### src/sv/dsd_pkg.sv
package dsd_pkg;

  localparam int unsigned InW  = 48;
  localparam int unsigned OutW = 56;

  localparam int unsigned FifoDepth = 4;
  localparam int unsigned FifoAw    = $clog2(FifoDepth);

  // Day-number constants
  localparam int JdnOff     = 2415019 + 32075;
  localparam int WdOff      = 2415019 + 1;
  localparam int LBase      = 68569 + 2415019;
  localparam int SerialMin  = -693594;
  localparam int SerialMax  = 2958465;
  localparam int PhantomSer = 60;

  // Reciprocals floor(2^k / c) for constant division
  localparam int unsigned Rec100  = (1 << 14) / 100;
  localparam int unsigned Rec7    = (1 << 23) / 7;
  localparam int unsigned Rec146k = (1 << 25) / 146097;
  localparam int unsigned Rec1461k = (1 << 28) / 1461001;
  localparam int unsigned Rec2447 = (1 << 15) / 2447;
  localparam int unsigned Rec80   = (1 << 15) / 80;

  typedef struct packed {
    logic signed [22:0] day_offset;
    logic [13:0]        in_year;
    logic [3:0]         in_month;
    logic [4:0]         in_day;
  } in_t;

  typedef struct packed {
    logic               out_in_range;
    logic [13:0]        out_year;
    logic [3:0]         out_month;
    logic [4:0]         out_day;
    logic               month_end;
    logic [2:0]         week_day;
    logic signed [22:0] serial_day;
    logic               date_ok;
  } out_t;

  // Word passed from front to back
  typedef struct packed {
    logic               ok;
    logic signed [22:0] serial;
    logic [2:0]         wd;
    logic               mend;
    logic signed [22:0] off;
  } fr_item_t;

  // (367 * (m - 2 + 12a)) / 12 for m = 1..12
  function automatic logic [8:0] month_term(input logic [3:0] m);
    logic [8:0] r;
    case (m)
      4'd1:    r = 9'd336;
      4'd2:    r = 9'd367;
      4'd3:    r = 9'd30;
      4'd4:    r = 9'd61;
      4'd5:    r = 9'd91;
      4'd6:    r = 9'd122;
      4'd7:    r = 9'd152;
      4'd8:    r = 9'd183;
      4'd9:    r = 9'd214;
      4'd10:   r = 9'd244;
      4'd11:   r = 9'd275;
      4'd12:   r = 9'd305;
      default: r = 9'd0;
    endcase
    return r;
  endfunction

  function automatic logic [4:0] month_len(input logic [3:0] m, input logic leap);
    logic [4:0] r;
    case (m)
      4'd2:                      r = leap ? 5'd29 : 5'd28;
      4'd4, 4'd6, 4'd9, 4'd11:   r = 5'd30;
      default:                   r = 5'd31;
    endcase
    return r;
  endfunction

endpackage

### src/sv/dsd_front.sv
module dsd_front (
  input  logic              clk_i,
  input  logic              rst_ni,
  input  logic              en_i,
  input  logic              in_vld_i,
  input  dsd_pkg::in_t      in_data_i,
  output logic              out_vld_o,
  output dsd_pkg::fr_item_t out_item_o
);
  import dsd_pkg::*;

  logic [5:0] vld_q;

  // stage 0: captured word
  in_t in0_q;

  // stage 1: validate, prepare terms
  logic [21:0] py;
  logic [7:0]  qy_e, qy;
  logic [14:0] ry_e;
  logic [6:0]  ry;
  logic        leap, ok1;
  logic        a_n;
  logic        ok1_q, mend1_q;
  logic [4:0]  d1_q;
  logic [13:0] yy1_q, zz1_q;
  logic [8:0]  t2_1_q;
  logic signed [22:0] off1_q;

  // stage 2
  logic [22:0] t1_2_q;
  logic [21:0] pz2_q;
  logic [13:0] zz2_q;
  logic [8:0]  t2_2_q;
  logic [4:0]  d2_q;
  logic        ok2_q, mend2_q;
  logic signed [22:0] off2_q;

  // stage 3
  logic [7:0]  qz_e, qz;
  logic [14:0] rz_e;
  logic [6:0]  t3;
  logic [23:0] raw3_q;
  logic        ok3_q, mend3_q;
  logic signed [22:0] off3_q;

  // stage 4
  logic [23:0] xw;
  logic [22:0] x4_q;
  logic [42:0] pw4_q;
  logic signed [22:0] ser4_q;
  logic        ok4_q, mend4_q;
  logic signed [22:0] off4_q;

  // stage 5
  logic [19:0] q7;
  logic [22:0] r7;
  fr_item_t    item_q;

  always_ff @(posedge clk_i or negedge rst_ni) begin
    if (!rst_ni) begin
      vld_q <= '0;
    end else if (en_i) begin
      vld_q <= {vld_q[4:0], in_vld_i};
    end
  end

  // year / 100 for the leap rule, then the date check and the early-month flag
  always_comb begin
    py   = 22'(in0_q.in_year) * 22'(Rec100);
    qy_e = py[21:14];
    ry_e = 15'(in0_q.in_year) - 15'(qy_e) * 15'd100;
    qy   = (ry_e >= 15'd100) ? qy_e + 8'd1 : qy_e;
    ry   = (ry_e >= 15'd100) ? 7'(ry_e - 15'd100) : 7'(ry_e);
    leap = ((in0_q.in_year[1:0] == 2'd0) && (ry != 7'd0)) ||
           ((ry == 7'd0) && (qy[1:0] == 2'd0));
    ok1  = 1'b1;
    if (in0_q.in_day < 5'd1 || in0_q.in_month < 4'd1 || in0_q.in_month > 4'd12 ||
        in0_q.in_year < 14'd1 || in0_q.in_year > 14'd9999) begin
      ok1 = 1'b0;
    end else if (in0_q.in_day > month_len(in0_q.in_month, leap)) begin
      ok1 = 1'b0;
    end
    a_n = (in0_q.in_month <= 4'd2);
  end

  always_comb begin
    qz_e = pz2_q[21:14];
    rz_e = 15'(zz2_q) - 15'(qz_e) * 15'd100;
    qz   = (rz_e >= 15'd100) ? qz_e + 8'd1 : qz_e;
    t3   = 7'((10'(qz) * 10'd3) >> 2);
  end

  always_comb begin
    xw = raw3_q + 24'(WdOff);
  end

  always_comb begin
    q7 = pw4_q[42:23];
    r7 = x4_q - 23'(q7) * 23'd7;
    if (r7 >= 23'd7) begin
      r7 = r7 - 23'd7;
    end
  end

  always_ff @(posedge clk_i) begin
    if (en_i) begin
      in0_q <= in_data_i;

      ok1_q   <= ok1;
      // the phantom leap day means Feb 28 1900 has no month end
      mend1_q <= (in0_q.in_day == month_len(in0_q.in_month, leap)) &&
                 !(in0_q.in_year == 14'd1900 && in0_q.in_month == 4'd2);
      d1_q    <= in0_q.in_day;
      yy1_q   <= in0_q.in_year + 14'd4800 - 14'(a_n);
      zz1_q   <= in0_q.in_year + 14'd4900 - 14'(a_n);
      t2_1_q  <= month_term(in0_q.in_month);
      off1_q  <= in0_q.day_offset;

      t1_2_q  <= 23'((25'(yy1_q) * 25'd1461) >> 2);
      pz2_q   <= 22'(zz1_q) * 22'(Rec100);
      zz2_q   <= zz1_q;
      t2_2_q  <= t2_1_q;
      d2_q    <= d1_q;
      ok2_q   <= ok1_q;
      mend2_q <= mend1_q;
      off2_q  <= off1_q;

      raw3_q  <= 24'(t1_2_q) + 24'(t2_2_q) - 24'(t3) + 24'(d2_q) - 24'(JdnOff);
      ok3_q   <= ok2_q;
      mend3_q <= mend2_q;
      off3_q  <= off2_q;

      x4_q    <= xw[22:0];
      pw4_q   <= 43'(xw[22:0]) * 43'(Rec7);
      ser4_q  <= ($signed(raw3_q) <= 24'sd60) ? 23'(raw3_q - 24'd1) : 23'(raw3_q);
      ok4_q   <= ok3_q;
      mend4_q <= mend3_q;
      off4_q  <= off3_q;

      item_q.ok     <= ok4_q;
      item_q.serial <= ser4_q;
      item_q.wd     <= r7[2:0];
      item_q.mend   <= mend4_q;
      item_q.off    <= off4_q;
    end
  end

  assign out_vld_o  = vld_q[5];
  assign out_item_o = item_q;

endmodule

### src/sv/dsd_fifo.sv
module dsd_fifo (
  input  logic              clk_i,
  input  logic              rst_ni,
  input  logic              push_i,
  input  dsd_pkg::fr_item_t push_data_i,
  input  logic              pop_i,
  output dsd_pkg::fr_item_t pop_data_o,
  output logic              full_o,
  output logic              empty_o
);
  import dsd_pkg::*;

  fr_item_t          mem_q [FifoDepth];
  logic [FifoAw-1:0] wr_q, rd_q;
  logic [FifoAw:0]   cnt_q;

  always_ff @(posedge clk_i or negedge rst_ni) begin
    if (!rst_ni) begin
      wr_q  <= '0;
      rd_q  <= '0;
      cnt_q <= '0;
    end else begin
      if (push_i) begin
        wr_q <= wr_q + 1'b1;
      end
      if (pop_i) begin
        rd_q <= rd_q + 1'b1;
      end
      cnt_q <= cnt_q + (FifoAw+1)'(push_i) - (FifoAw+1)'(pop_i);
    end
  end

  always_ff @(posedge clk_i) begin
    if (push_i) begin
      mem_q[wr_q] <= push_data_i;
    end
  end

  assign pop_data_o = mem_q[rd_q];
  assign full_o     = (cnt_q == (FifoAw+1)'(FifoDepth));
  assign empty_o    = (cnt_q == '0);

endmodule

### src/sv/dsd_back.sv
module dsd_back (
  input  logic              clk_i,
  input  logic              rst_ni,
  input  logic              en_i,
  input  logic              in_vld_i,
  input  dsd_pkg::fr_item_t in_item_i,
  output logic              out_vld_o,
  output dsd_pkg::out_t     out_data_o
);
  import dsd_pkg::*;

  localparam int unsigned NStg = 12;

  typedef struct packed {
    fr_item_t           it;
    logic signed [23:0] t;
    logic               inr;
    logic               sp60;
    logic [22:0]        l;
    logic [36:0]        p;
    logic [7:0]         n;
    logic [15:0]        l2;
    logic [27:0]        x4;
    logic [6:0]         i;
    logic [8:0]         l3;
    logic [3:0]         j;
    logic [14:0]        pd;
    logic [4:0]         dd;
    logic [3:0]         mm;
    logic [13:0]        yy;
    logic               kk;
  } bst_t;

  bst_t              st_q [NStg-1];
  bst_t              st_d [NStg-1];
  logic [NStg-1:0]   vld_q;
  out_t              out_q, out_d;

  logic signed [23:0] s1;
  logic [23:0]        ls1;
  logic [7:0]         n_e;
  logic [25:0]        rn;
  logic [8:0]         i_e;
  logic [27:0]        ri;
  logic [4:0]         j_e;
  logic [14:0]        rj;
  logic [8:0]         qd_e, qd;
  logic [14:0]        rd;

  always_ff @(posedge clk_i or negedge rst_ni) begin
    if (!rst_ni) begin
      vld_q <= '0;
    end else if (en_i) begin
      vld_q <= {vld_q[NStg-2:0], in_vld_i};
    end
  end

  always_comb begin
    for (int k = 1; k < NStg - 1; k++) begin
      st_d[k] = st_q[k-1];
    end
    st_d[0]    = '0;
    st_d[0].it = in_item_i;

    // offset serial and range check
    st_d[1].t    = $signed({st_q[0].it.serial[22], st_q[0].it.serial}) +
                   $signed({st_q[0].it.off[22], st_q[0].it.off});
    st_d[1].inr  = (st_d[1].t >= $signed(24'(SerialMin))) &&
                   (st_d[1].t <= $signed(24'(SerialMax)));
    st_d[1].sp60 = (st_d[1].t == 24'sd60);

    // undo the phantom day, move to day number
    s1  = (st_q[1].t < 24'sd60) ? st_q[1].t + 24'sd1 : st_q[1].t;
    ls1 = s1 + 24'(LBase);
    st_d[2].l = ls1[22:0];
    st_d[2].p = 37'(ls1[22:0]) * 37'(4 * Rec146k);

    // n = 4l / 146097
    n_e = st_q[2].p[32:25];
    rn  = {1'b0, st_q[2].l, 2'b00} - 26'(n_e) * 26'd146097;
    st_d[3].n = (rn >= 26'd146097) ? n_e + 8'd1 : n_e;

    st_d[4].l2 = 16'(st_q[3].l - 23'((25'(st_q[3].n) * 25'd146097 + 25'd3) >> 2));

    st_d[5].x4 = 28'(st_q[4].l2 + 16'd1) * 28'd4000;
    st_d[5].p  = 37'(st_q[4].l2 + 16'd1) * 37'(4000 * Rec1461k);

    // i = 4000 (l + 1) / 1461001
    i_e = st_q[5].p[36:28];
    ri  = st_q[5].x4 - 28'(i_e) * 28'd1461001;
    st_d[6].i = (ri >= 28'd1461001) ? 7'(i_e + 9'd1) : 7'(i_e);

    st_d[7].l3 = 9'(st_q[6].l2 - 16'((18'(st_q[6].i) * 18'd1461) >> 2) + 16'd31);
    st_d[7].p  = 37'(st_q[6].l2 - 16'((18'(st_q[6].i) * 18'd1461) >> 2) + 16'd31) *
                 37'(80 * Rec2447);

    // j = 80 l / 2447
    j_e = st_q[7].p[19:15];
    rj  = 15'(st_q[7].l3) * 15'd80 - 15'(j_e) * 15'd2447;
    st_d[8].j = (rj >= 15'd2447) ? 4'(j_e + 5'd1) : 4'(j_e);

    st_d[9].pd = 15'(st_q[8].j) * 15'd2447;
    st_d[9].kk = (st_q[8].j >= 4'd11);
    st_d[9].mm = st_q[8].j + 4'd2 - (st_d[9].kk ? 4'd12 : 4'd0);
    st_d[9].yy = 14'(st_q[8].n - 8'd49) * 14'd100 + 14'(st_q[8].i) + 14'(st_d[9].kk);
    st_d[9].p  = 37'(15'(st_q[8].j) * 15'd2447) * 37'(Rec80);

    // day = l - 2447 j / 80
    qd_e = st_q[9].p[23:15];
    rd   = st_q[9].pd - 15'(qd_e) * 15'd80;
    qd   = (rd >= 15'd80) ? qd_e + 9'd1 : qd_e;
    st_d[10].dd = 5'(st_q[9].l3 - qd);

    out_d = '0;
    if (st_q[10].it.ok) begin
      out_d.date_ok    = 1'b1;
      out_d.serial_day = st_q[10].it.serial;
      out_d.week_day   = st_q[10].it.wd;
      out_d.month_end  = st_q[10].it.mend;
      if (st_q[10].inr) begin
        out_d.out_in_range = 1'b1;
        if (st_q[10].sp60) begin
          out_d.out_day   = 5'd29;
          out_d.out_month = 4'd2;
          out_d.out_year  = 14'd1900;
        end else begin
          out_d.out_day   = st_q[10].dd;
          out_d.out_month = st_q[10].mm;
          out_d.out_year  = st_q[10].yy;
        end
      end
    end
  end

  always_ff @(posedge clk_i) begin
    if (en_i) begin
      for (int k = 0; k < NStg - 1; k++) begin
        st_q[k] <= st_d[k];
      end
      out_q <= out_d;
    end
  end

  assign out_vld_o  = vld_q[NStg-1];
  assign out_data_o = out_q;

endmodule

### src/sv/date_serial_and_day_offset.sv
// Stages from an accepted input word to its result word (6 front stages,
// 1 queue, 12 back stages). Throughput: one word per cycle unless the output
// stalls; set by the pipelined constant dividers.
// A 4-entry queue lets the front keep taking words while the output stalls.
// Reset (rst_ni low, asynchronous) empties the pipelines and the queue.
module date_serial_and_day_offset (
  input  logic        clk_i,
  input  logic        rst_ni,
  input  logic        s_axis_tvalid_i,
  output logic        s_axis_tready_o,
  // in_day[4:0], in_month[8:5], in_year[22:9], day_offset[45:23], zero pad
  input  logic [47:0] s_axis_tdata_i,
  output logic        m_axis_tvalid_o,
  input  logic        m_axis_tready_i,
  // date_ok[0], serial_day[23:1], week_day[26:24], month_end[27],
  // out_day[32:28], out_month[36:33], out_year[50:37], out_in_range[51], zero pad
  output logic [55:0] m_axis_tdata_o
);
  import dsd_pkg::*;

  logic     fr_en, fr_vld, bk_en, fifo_full, fifo_empty, push, pop, bk_vld;
  fr_item_t fr_item, q_item;
  in_t      in_word;
  out_t     out_word;

  assign in_word = in_t'(s_axis_tdata_i[$bits(in_t)-1:0]);

  // hold the front only when its last word cannot enter the queue
  assign fr_en = !(fr_vld && fifo_full);
  assign push  = fr_vld && fr_en;
  assign bk_en = !(bk_vld && !m_axis_tready_i);
  assign pop   = bk_en && !fifo_empty;

  dsd_front u_front (
    .clk_i      (clk_i),
    .rst_ni     (rst_ni),
    .en_i       (fr_en),
    .in_vld_i   (s_axis_tvalid_i),
    .in_data_i  (in_word),
    .out_vld_o  (fr_vld),
    .out_item_o (fr_item)
  );

  dsd_fifo u_fifo (
    .clk_i       (clk_i),
    .rst_ni      (rst_ni),
    .push_i      (push),
    .push_data_i (fr_item),
    .pop_i       (pop),
    .pop_data_o  (q_item),
    .full_o      (fifo_full),
    .empty_o     (fifo_empty)
  );

  dsd_back u_back (
    .clk_i      (clk_i),
    .rst_ni     (rst_ni),
    .en_i       (bk_en),
    .in_vld_i   (pop),
    .in_item_i  (q_item),
    .out_vld_o  (bk_vld),
    .out_data_o (out_word)
  );

  assign s_axis_tready_o = fr_en;
  assign m_axis_tvalid_o = bk_vld;
  assign m_axis_tdata_o  = {(OutW - $bits(out_t))'(0), out_word};

  a_wd_range: assert property (@(posedge clk_i) disable iff (!rst_ni)
    m_axis_tvalid_o |-> (out_word.week_day <= 3'd6))
    else $error("weekday out of range");

  a_bad_zero: assert property (@(posedge clk_i) disable iff (!rst_ni)
    (m_axis_tvalid_o && !out_word.date_ok) |-> (m_axis_tdata_o == '0))
    else $error("invalid date word not zero");

  a_oor_zero: assert property (@(posedge clk_i) disable iff (!rst_ni)
    (m_axis_tvalid_o && !out_word.out_in_range) |->
      (out_word.out_day == '0 && out_word.out_month == '0 && out_word.out_year == '0))
    else $error("offset date out of range but not zero");

  a_no_lost: assert property (@(posedge clk_i) disable iff (!rst_ni)
    (fr_vld && fifo_full) |-> !s_axis_tready_o)
    else $error("front advanced into a full queue");

endmodule
### config.mk
export PLATFORM = sky130hd
export DESIGN_NAME = date_serial_and_day_offset
export DESIGN_NICKNAME = d
export VERILOG_FILES = /design/src/sv/dsd_pkg.sv /design/src/sv/dsd_front.sv /design/src/sv/dsd_fifo.sv /design/src/sv/dsd_back.sv /design/src/sv/date_serial_and_day_offset.sv
export SDC_FILE = /design/constraint.sdc
export NUM_CORES = 2
export LEC_CHECK = 0
export BUFFER_PORTS_ARGS = -buffer_cell sky130_fd_sc_hd__buf_2
export CAP_MARGIN = 20
export CORE_MARGIN = 5
export CORE_UTILIZATION = 60
export CTS_BUF_LIST = sky130_fd_sc_hd__clkbuf_8
export DETAILED_ROUTE_END_ITERATION = 10
export PLACE_DENSITY_LB_ADDON = 0.12
export SLEW_MARGIN = 15
export SYNTH_ARGS = -nofsm -noshare
export SYNTH_HDL_FRONTEND = slang
export SYNTH_SLANG_ARGS = --single-unit
### constraint.sdc
create_clock -name clk_i -period 63.1 [get_ports clk_i]
set_clock_uncertainty 0.2 [all_clocks]
set_input_delay 3.155 -clock clk_i [delete_from_list [all_inputs] [get_ports clk_i]]
set_output_delay 3.155 -clock clk_i [all_outputs]
set_load 0.01 [all_outputs]
==> summary.md <==
| Metric | Value |
|---|---|
| Status | completed |
| Syn Inst Count | 7205 |
| Ys flop type | edfxtp_1 |
| Compound-Gate Fraction of Synth Area | 7.33% |
| Remaining DRCs | 0 |
| Max stage delay on crit path | 0.52 ns |
| Count leader, synth | edfxtp_1 |
| Synth Register Bits | 1325 |
| Cell variety after synth | 110 |
| Synth-to-layout area growth | 7.95% |
| Worst Path Class, Setup | flip-flop to flip-flop |
| Hold EP | u_back.st_q[9][242] |
| Register Area | 39700 um2 |
| Post-synthesis adder-cell area fraction | 31.5% |
| CTS tree | done |
| DIE HEIGHT | 401 um |
| Worst-margin pin slew | 1.06 ns |
| Avg Vias per Cell | 5.43 |
| Setup crit end kind | flip-flop |
| R2R cell count | 41 |
| Tot GR Track Use | 21.1% |
| Top post-synthesis cells by area | edfxtp_1, ha_1, fa_1, inv_1, xnor2_1 |
| Setup TNS | 0 ns |
| # setup viols final | 0 |
| Initial antenna violation count | 2 |
| H-tree level count | 4 |
| # fillers | 11373 |
| First drt pass iteration count | 5 |
| Met2 Usage GRT | 36.9% |
| FP Rows | 143 |
| Core area | 152000 um2 |
| Post-synthesis mux area share | 1.69% |
| Seq/Total Area, Yosys | 43.3% |
| Crit Reg-Reg Endpoint | u_front.raw3_q[23] |
| DR iter-0 viols | 2660 |
| Hold path start | u_back.st_q[8][242] |
| Async S/R FF share, synth | 1.89% |
| Starting Density | 60.3% |
| Final Util | 65.1% |
| Fmax | 91.3 MHz |
| Max_slew headroom | 29.4% |
| Combinational family with the most area after synthesis | adder cells |
| Met3 global-route usage | 2.99% |
| Cells after DPL | 9307 |
| Post-cts gate resize count | 0 |
| Area of the multi-input gates | 47100 um2 |
| RSZ-0062 raised after global routing | no |
| Number of hold violations in the final report | 0 |
| Arr. time, crit path | 11.40 ns |
| Largest net degree at the start of global routing | 161 |
| Die width | 401 um |
| # IOs | 110 |
| R2r setup slk | 52.14 ns |
| Routed WL | 166 mm |
| ANT nets after route | 0 |
| Max FO, Critical Path | 6 |
| Synth Area in XOR/XNOR | 4.84% |
| Cell with the largest stage delay on the worst path | fa_1 |
| DP HPWL | 130 mm |
| Synthesized area | 91600 um2 |
| Min Clock Period, post-route | 10.96 ns |
| # Post-CTS Setup Buffers | 0 |
| CTS Buf Count | 212 |
| Cell mode on critical path | ha_1 |
| Routability cong. | 0.912 |
| Overflow after GRT | 0 |
| Vias | 52675 |
| Vias in the first global route | 54951 |
| IO buf count | 103 |
| EDFF count, synth | 1300 |
| Layout cells sized above 1 | 7.38% |
| Syn avg cell area | 12.7 um2 |
| Clock Sinks | 1325 |
| Post-synthesis simple-gate area fraction | 5.99% |
| Synth Warn # | 0 |
| Period utilization | 17.4% |
| Nets | 9469 |
| Clk_lat worst skew | 0.94 ns |
| Yosys top cell area share | 42.6% |
| Startpoint types | flip-flop |
| Reg2reg start | u_front.pz2_q[17] |
| Max-cap violations | 0 |
| DIE AREA | 161000 um2 |
| Met1 Usage GRT | 27.5% |
| Drt wl/cell | 17.1 um |
| Top Usage Layer GRT | met2 |
| Hold depth | 0 |
| Bufs on Longest Clock Path | 3 |
| Max Slew Vio Count | 0 |
| Area leader, netlist | edfxtp_1 |
| Class of the most critical hold timing path | flip-flop to flip-flop |
| Clock slew seen by the registers of the worst setup and hold paths | 0.06 ns |
| First-pass GRT wire length | 276 mm |
| Root Driver | clkbuf_8 |
| Post-Layout Cell Count | 9701 |
| CP required | 63.55 ns |
| Post-synth top cells | edfxtp_1, ha_1, inv_1 |
| Post-CTS Hold Buffers | 0 |
## worst max path at each step
| stage | slack, ns | from | depth (start not counted) | to |
|---|---|---|---|---|
| CTS | 52.08 | u_front.pz2_q[17] | 41 | u_front.raw3_q[23] |
| global route | 51.28 | u_front.pz2_q[17] | 41 | u_front.raw3_q[23] |
| global placement | 52.26 | u_front.pz2_q[17] | 40 | u_front.raw3_q[23] |
| detailed placement | 52.15 | u_front.pz2_q[17] | 40 | u_front.raw3_q[22] |
| finish | 52.14 | u_front.pz2_q[17] | 41 | u_front.raw3_q[23] |
| floorplan | 37.53 | m_axis_tready_i | 3 | u_back.vld_q[10] |
## layout by cell type, fill, tap and decap left out, drive strengths merged, types with 37 or more instances in the layout
cell type,netlist,routed
o21a,55,55
nor2b,49,49
ha,1289,1289
clkbuf,45,213
edfxtp,1300,1300
a211oi,41,41
xor2,180,180
nand2b,47,47
nor2,278,278
nand3,98,98
a31oi,42,42
inv,1222,1285
xnor2,321,321
buf,20,135
fa,636,636
o21bai,59,59
nand4,37,37
o21ai,157,157
and2,70,70
mux4,51,51
a21oi,271,271
nor3,91,91
a21o,105,105
clkinv,0,97
and3,50,50
nand2,217,217
## sequential cells by signal (all words and copies together) (netlist names), 6 cells and up
name and cells:
u_back.vld_q 12, u_front.off1_q 23, u_front.yy1_q 12, u_front.t2_2_q 9
u_front.in0_q 46, u_front.zz1_q 14, u_front.x4_q 23, u_front.pz2_q 8
u_back.out_data_o 52, u_front.pw4_q 20, u_front.t2_1_q 9, u_front.out_item_o 51
u_front.ser4_q 23, u_front.vld_q 6, u_fifo.mem_q 204, u_front.zz2_q 12
u_front.off4_q 23, u_back.st_q 660, u_front.off2_q 23, u_front.off3_q 23
u_front.raw3_q 24, u_front.t1_2_q 23
## cell type report
cell class	instances	share of cell area, %
multi-input combinational	4596	47.6
sequential	1325	40.1
inverter	1222	4.65
clock buffer	213	2.97
tap	2030	2.57
clock inverter	178	1.28
timing repair buffer	135	0.777
antenna	2	0.00506
## cells by family (layout without fill, tap and decap cells)
group	after synthesis	in the layout
buf+inv	1287	1748
fa+ha+maj	1926	1926
flops	1325	1325
compound gates	993	993
mux	88	88
other cells	1	6
simple gates	1082	1082
xor+xnor	503	503
## worst max-delay path: cells and delay by family (launching register included)
family	cells	cell delay (ns)
adders and majority gates	10	3.88
AOI/OAI and AO/OA	15	3.40
and+or+nand+nor	11	2.01
xor gates and xnor gates	3	0.59
DFF	1	0.48
buffers and inverters	2	0.10
## stage by stage
stage	hold WS, ns	setup slack (ns)	instance area (um2)
global route	0.179	51.28	98900
global placement	0.200	52.26	94700
detailed placement	0.205	52.15	94700
floorplan	0.200	37.53	91600
CTS	0.181	52.08	98900
finish	0.195	52.14	98900
## metal layers
| layer | vias up | share of wire, % |
|---|---|---|
| met2 | 858 | 50 |
| met4 | 0 | 2.6 |
| met5 | - | 0 |
| met3 | 271 | 3.4 |
| li1 | 25925 | - |
| met1 | 25621 | 44 |
Power is not shown: default switching activity piles up to over one toggle a cycle in this logic, so the estimate is an artifact.
